[config.mk]
export PLATFORM = sky130hd
export DESIGN_NAME = c2sv_skid
export DESIGN_NICKNAME = d
export VERILOG_FILES = /design/src/rtl/c2sv_pkg.sv /design/src/rtl/c2sv_skid.sv
export SDC_FILE = /design/constraint.sdc
export NUM_CORES = 1
export LEC_CHECK = 0
export ABC_AREA = 1
export BUFFER_PORTS_ARGS = -buffer_cell sky130_fd_sc_hd__buf_2
export CAP_MARGIN = 20
export CORE_MARGIN = 4
export CORE_UTILIZATION = 38
export DETAILED_ROUTE_END_ITERATION = 7
export GPL_TIMING_DRIVEN = 0
export PLACE_DENSITY = 0.7
export SYNTH_ARGS = -nofsm -noshare
export SYNTH_HDL_FRONTEND = slang
export SYNTH_SLANG_ARGS = --single-unit
[constraint.sdc]
create_clock -name clk -period 6.1 [get_ports clk]
set_input_delay 0.915 -clock clk [delete_from_list [all_inputs] [get_ports clk]]
set_output_delay 0.915 -clock clk [all_outputs]
set_load 0.005 [all_outputs]
[src/rtl/c2sv_pkg.sv]
package c2sv_pkg;

    // number format
    localparam int DATA_WIDTH = 32;

    // derived widths
    localparam int SQ_W    = 2 * DATA_WIDTH;       // sum of squares, unsigned
    localparam int RT_W    = DATA_WIDTH;           // square root result
    localparam int DOT_W   = 2 * DATA_WIDTH + 1;   // dot and cross sums, signed
    localparam int QW      = DATA_WIDTH + 3;       // quotient magnitude bits
    localparam int A_W     = QW + 1;               // signed in-plane radial term
    localparam int NUM_W   = 2 * DATA_WIDTH + 3;   // widest dividend, signed

    // unit latencies
    localparam int SQ_LAT  = RT_W;
    localparam int DIV_LAT = QW + 2;

    typedef enum logic [1:0] {
        ST_OK     = 2'd0,
        ST_AXIS   = 2'd1,
        ST_ORIGIN = 2'd2,
        ST_SAT    = 2'd3
    } status_t;

    typedef struct packed {
        logic signed [DATA_WIDTH-1:0] pos_x;
        logic signed [DATA_WIDTH-1:0] pos_y;
        logic signed [DATA_WIDTH-1:0] pos_z;
        logic signed [DATA_WIDTH-1:0] vel_x;
        logic signed [DATA_WIDTH-1:0] vel_y;
        logic signed [DATA_WIDTH-1:0] vel_z;
    } sample_t;

    typedef struct packed {
        logic signed [DATA_WIDTH-1:0] vel_radial;
        logic signed [DATA_WIDTH-1:0] vel_azimuth;
        logic signed [DATA_WIDTH-1:0] vel_polar;
        status_t                      status;
    } result_t;

    // divider result: sign, quotient overflow, truncated magnitude
    typedef struct packed {
        logic          neg;
        logic          ovf;
        logic [QW-1:0] mag;
    } div_res_t;

    typedef struct packed {
        logic                         sat;
        logic signed [DATA_WIDTH-1:0] val;
    } clamp_t;

    // clamp a divider result to the signed data range
    function automatic clamp_t clamp_res(div_res_t d);
        logic [QW-1:0] lim;
        clamp_t        c;
        lim = d.neg ? (QW'(1) << (DATA_WIDTH - 1))
                    : ((QW'(1) << (DATA_WIDTH - 1)) - QW'(1));
        c.sat = d.ovf || (d.mag > lim);
        if (c.sat)
        begin
            c.val = d.neg ? {1'b1, {(DATA_WIDTH-1){1'b0}}} : {1'b0, {(DATA_WIDTH-1){1'b1}}};
        end
        else
        begin
            c.val = DATA_WIDTH'(d.neg ? (~d.mag + QW'(1)) : d.mag);
        end
        return c;
    endfunction

endpackage

[src/rtl/c2sv_skid.sv]
module c2sv_skid (
    input  logic                clk,
    input  logic                rst_n,
    input  logic                push,
    input  c2sv_pkg::result_t   push_item,
    output logic                ready,
    output logic                result_valid,
    input  logic                result_stall,
    output c2sv_pkg::result_t   result
);

    c2sv_pkg::result_t ent_reg [2];
    logic              wr_reg;
    logic              rd_reg;
    logic [1:0]        cnt_reg;
    logic [1:0]        cnt_next;
    logic              pop;

    assign ready        = cnt_reg != 2'd2;
    assign result_valid = cnt_reg != 2'd0;
    assign result       = ent_reg[rd_reg];
    assign pop          = result_valid && !result_stall;

    always_comb
    begin
        case ({push, pop})
            2'b10:   cnt_next = cnt_reg + 2'd1;
            2'b01:   cnt_next = cnt_reg - 2'd1;
            default: cnt_next = cnt_reg;
        endcase
    end

    always_ff @(posedge clk or negedge rst_n)
    begin
        if (!rst_n)
        begin
            wr_reg  <= 1'b0;
            rd_reg  <= 1'b0;
            cnt_reg <= 2'd0;
        end
        else
        begin
            cnt_reg <= cnt_next;
            if (push)
            begin
                wr_reg <= !wr_reg;
            end
            if (pop)
            begin
                rd_reg <= !rd_reg;
            end
        end
    end

    always_ff @(posedge clk)
    begin
        if (push)
        begin
            ent_reg[wr_reg] <= push_item;
        end
    end

endmodule

* Word-level counts from Yosys, hierarchy flattened *
Memory sizes are Yosys's and may differ from the RTL's.
Index checks and enable logic that the tools add are counted.

storage, ports and cells
  bits in registers = 4
  memory bits (writable) = 196
  bits of input ports = 102
  output and inout port bits = 100
  memories kept = 1

operators by class
  add/sub/neg operators = 2
  equal/unequal tests = 3
  mux-type cells = 3
  reduce and logical (&&, ||, !) cells = 6

memories
  name     words  bits a word  read ports  clocked after Yosys merged registers in  wr ports  line             text
  ent_reg  2      98           1           0                                        1         c2sv_skid.sv:12  c2sv_pkg::result_t ent_reg [2];

operators by type and width
  operator                                             number
  one-hot mux 2 bit (2 select lines)                   1
  nonzero test 2 bit                                   2
  logical NOT 1 bit                                    3
  adder 2 x 1 -> 2 bit, second input constant          1
  equality test 2 x 1 -> 1 bit, second input constant  1
  equality test 2 bit, second input constant           1
  two-way mux 1 bit                                    2
  inequality test 2 bit, second input constant         1
  subtractor 2 x 1 -> 2 bit, second input constant     1
  logical AND 1 bit                                    1

* Longest topological paths before layout *
  word-level depth = 4
  mapped depth = 10
  depth with buffers taken out = 10

* Least setup slack after synthesis *
OpenSTA, ideal clock, no wires.

  kind = input to register
  from = input port push
  to = memory ent_reg[0][0] in the netlist's numbering, enable pin
  data arrival time = 5.080 ns
  required time = 5.542 ns
  slack = 0.462 ns
  cell stages on the path = 2
  buffers on the path = 0
  path through = inv_1 > nor2_1

between the ends
  cells in the longest elaborated chain, start to end = 2

RTL lines
  item                                     line             text
  from (decl)                              c2sv_skid.sv:4   input logic push,
  two-way mux 1 bit                        c2sv_skid.sv:57  if (push)
  two-way mux 1 bit (not written as such)  c2sv_skid.sv:59  ent_reg[wr_reg] <= push_item;
  to (decl)                                c2sv_skid.sv:12

Every way passes these cells.

==> out/qor.yml <==
grt:
  track_usage_pct: 13.8
  grt_pass1_vias: 4513
  antenna_found_initial: 0
  grt-ovfl-total: 0
  grt_max_degree: 52
  grt_pass1_wl_mm: 23.2
routing:
  wl_mm: 15.0
  antenna_left: 0
  via_count: 4536
  wl_per_cell_um: 14.5
  first_pass_iters: 4
  drc: 0
  avgViaCountPerCell: 4.37
  initialDrtViolationCount: 199
sta:
  maxSlewViolCount: 0
  rsz0062_at_grt: "false"
  skew_ps: 4.88
  tightest_slew_ps: 707
  period_share_pct: 42.4
  fin_tns_setup_ps: 0
  finalSetupViolations: 0
  period_minus_slack_ps: 2590
  hold_viol: 0
  max_freq_ghz: 0.387
  slew-limit-headroom_pct: 52.8
  fin_ws_ps: 3510
critical_path:
  reg2reg_depth: 3
  path_class: "reg -> out"
  crit_required_ps: 5180
  critPathLaunchType: "flop"
  cpPeakStageDelay_ps: 360
  r2r_end: "ent_reg[1][59]$_DFFE_PP_"
  arrival_ps: 1670
  endpoint_kind: "output port"
  cp_max_fo: 10
  rrSetupSlack_ps: 4350
  path_cells: "buf_4 > inv_4 > buf_6 > buf_6 > nand2_1 > nand2_1 > buf_2"
  r2r_start: "wr_reg$_DFFE_PN0P_"
  crit_slowest_cell: "dfrtp_1"
synthesis:
  synth-seq-cells: 200
  synthTopCellsByCount: "nand2_1 (304), edfxtp_1 (196), buf_2 (16), inv_1 (8), dfrtp_1 (4)"
  synth-edff-count: 196
  ys_types: 14
  synth_top_area_share_pct: 80.2
  synthesis.nets: 644
  synth_most_common_cell: "nand2_1"
  ys_async_sr_fraction_pct: 2.00
  syn-instance-count: 541
  yosysTopAreaCell: "edfxtp_1"
  yosysSeqAreaShare_pct: 81.6
  netlist_area_um2: 7340
  syn_area_per_cell_um2: 13.6
  synth_top_flop_cell: "edfxtp_1"
  synth_area_leaders: "edfxtp_1 (80%), nand2_1 (16%), dfrtp_1 (1.4%)"
  yosysWarnings: 0
floorplanning:
  fp.dieW_um: 147
  ios: 202
  core_um2: 18800
  num_rows: 50
  start_util_pct: 39.0
  fp.dieH_um: 147
  fp.dieArea_um2: 21600
placement:
  dp_slack_ps: 3720
  placed_area_um2: 8770
  gp_congestion: 0.720
  io_buffers: 201
  dp_hpwl_mm: 10.2
cts:
  cts_resized: 0
  numCtsBuffers: 17
  ctsHoldBuffers: 0
  ctsRootBufferMaster: "clkbuf_16"
  htreeDepth: 4
  clock_latency_ps: 420
  clock_path_buffers: 2
  post_cts_buffers: 0
  cts.sinks: 200
  clk_pin_slew_ps: 70
  cts_tree: "built"
worst_hold_path:
  hold_class: "in -> async"
layout:
  drive_gt1_share_pct: 33.5
  fillers: 1641
  nets: 868
  num_antenna_cells: 0
  design_area_um2: 9340
  area_delta_synth_final_pct: 27.3
  largest_register_ffs: 196
power_and_ir_drop:
  leakagePower_nw: 4.06
  pwr_density_cell_nw_per_um2: 455
  vdd_drop_max_mv: 0.274
status:
  status: "finished, final reports clean"
run:
  cap_violations: 0
==> power breakdown <==
group | internal (W) | total (W) | switching, W
combinational | 0.000483 | 0.00128 | 0.000796
sequential | 0.00182 | 0.00188 | 0.0000606
clock | 0.000605 | 0.00109 | 0.000482
total | 0.00291 | 0.00425 | 0.00134
==> cells by family (layout without fill, tap and decap cells) <==
group | count (synthesis) | after routing | share of synthesized area [%]
adder cells (fa/ha/maj) | 1 | 1 | 0.170
buffers and inverters | 30 | 266 | 2.20
flip-flops | 200 | 200 | 81.6
AND/OR/NAND/NOR | 308 | 308 | 15.8
XOR/XNOR | 2 | 2 | 0.239
==> how the worst max path moves through the flow <==
| stage | startpoint | to | slack [ps] | depth (start not counted) |
|---|---|---|---|---|
| finish | rd_reg$_DFFE_PN0P_ | result[93] | 3510 | 7 |
| global route | rd_reg$_DFFE_PN0P_ | result[32] | 3370 | 6 |
| CTS | rd_reg$_DFFE_PN0P_ | result[87] | 3470 | 7 |
| detailed placement | push | ent_reg[1][59]$_DFFE_PP_ | 3720 | 4 |
| global placement | push | ent_reg[0][44]$_DFFE_PP_ | -1970 | 3 |
| floorplan | push | ent_reg[0][0]$_DFFE_PP_ | 460 | 2 |
==> layout by cell type (no fill, tap or decap), types with 3 or more instances in the layout <==
cell type	count
nand2_1	304
buf_2	217
edfxtp_1	196
clkbuf_16	17
inv_1	7
clkinv_2	4
inv_6	4
dfrtp_1	4
buf_4	3
clkinvlp_4	3
buf_12	3
==> per-layer routing <==
metal / wire (um) / vias up / track usage (%)
met1: 6170 / 2121 / 16.7
met4: 116 / 0 / 3.63
met2: 7710 / 140 / 23.9
li1: - / 2267 / -
met3: 1020 / 8 / 4.66
met5: 0 / - / 0
==> stage by stage <==
stage / total power [W] / util, % / hold slack, ps / instances
2_1_floorplan: 0.00261 / - / 462 / 541
3_3_place_gp: 0.00322 / 46.0 / 481 / 1002
3_5_place_dp: 0.00323 / 46.6 / 491 / 1006
4_1_cts: 0.00432 / 49.6 / 277 / 1037
5_1_grt: 0.00454 / 49.6 / 273 / 1037
6_report: 0.00425 / 49.6 / 294 / 1037
==> final cells by class <==
cell class / count / area [um^2] / area share, %
tap: 260 / 325 / 3.48
multi-input combinational: 311 / 1200 / 12.8
sequential: 200 / 5990 / 64.1
buffer: 21 / 125 / 1.34
clock inverter: 14 / 146 / 1.57
timing repair buffer: 205 / 1090 / 11.7
clock buffer: 17 / 425 / 4.56
inverter: 9 / 38.8 / 0.415
==> worst max-delay path, delay by kind of cell (launching register included) <==
family | cells | cell delay [ps]
AND/OR/NAND/NOR | 2 | 120
flip-flops | 1 | 360
buffers and inverters | 5 | 770
Power figures use the tool's default switching activity.
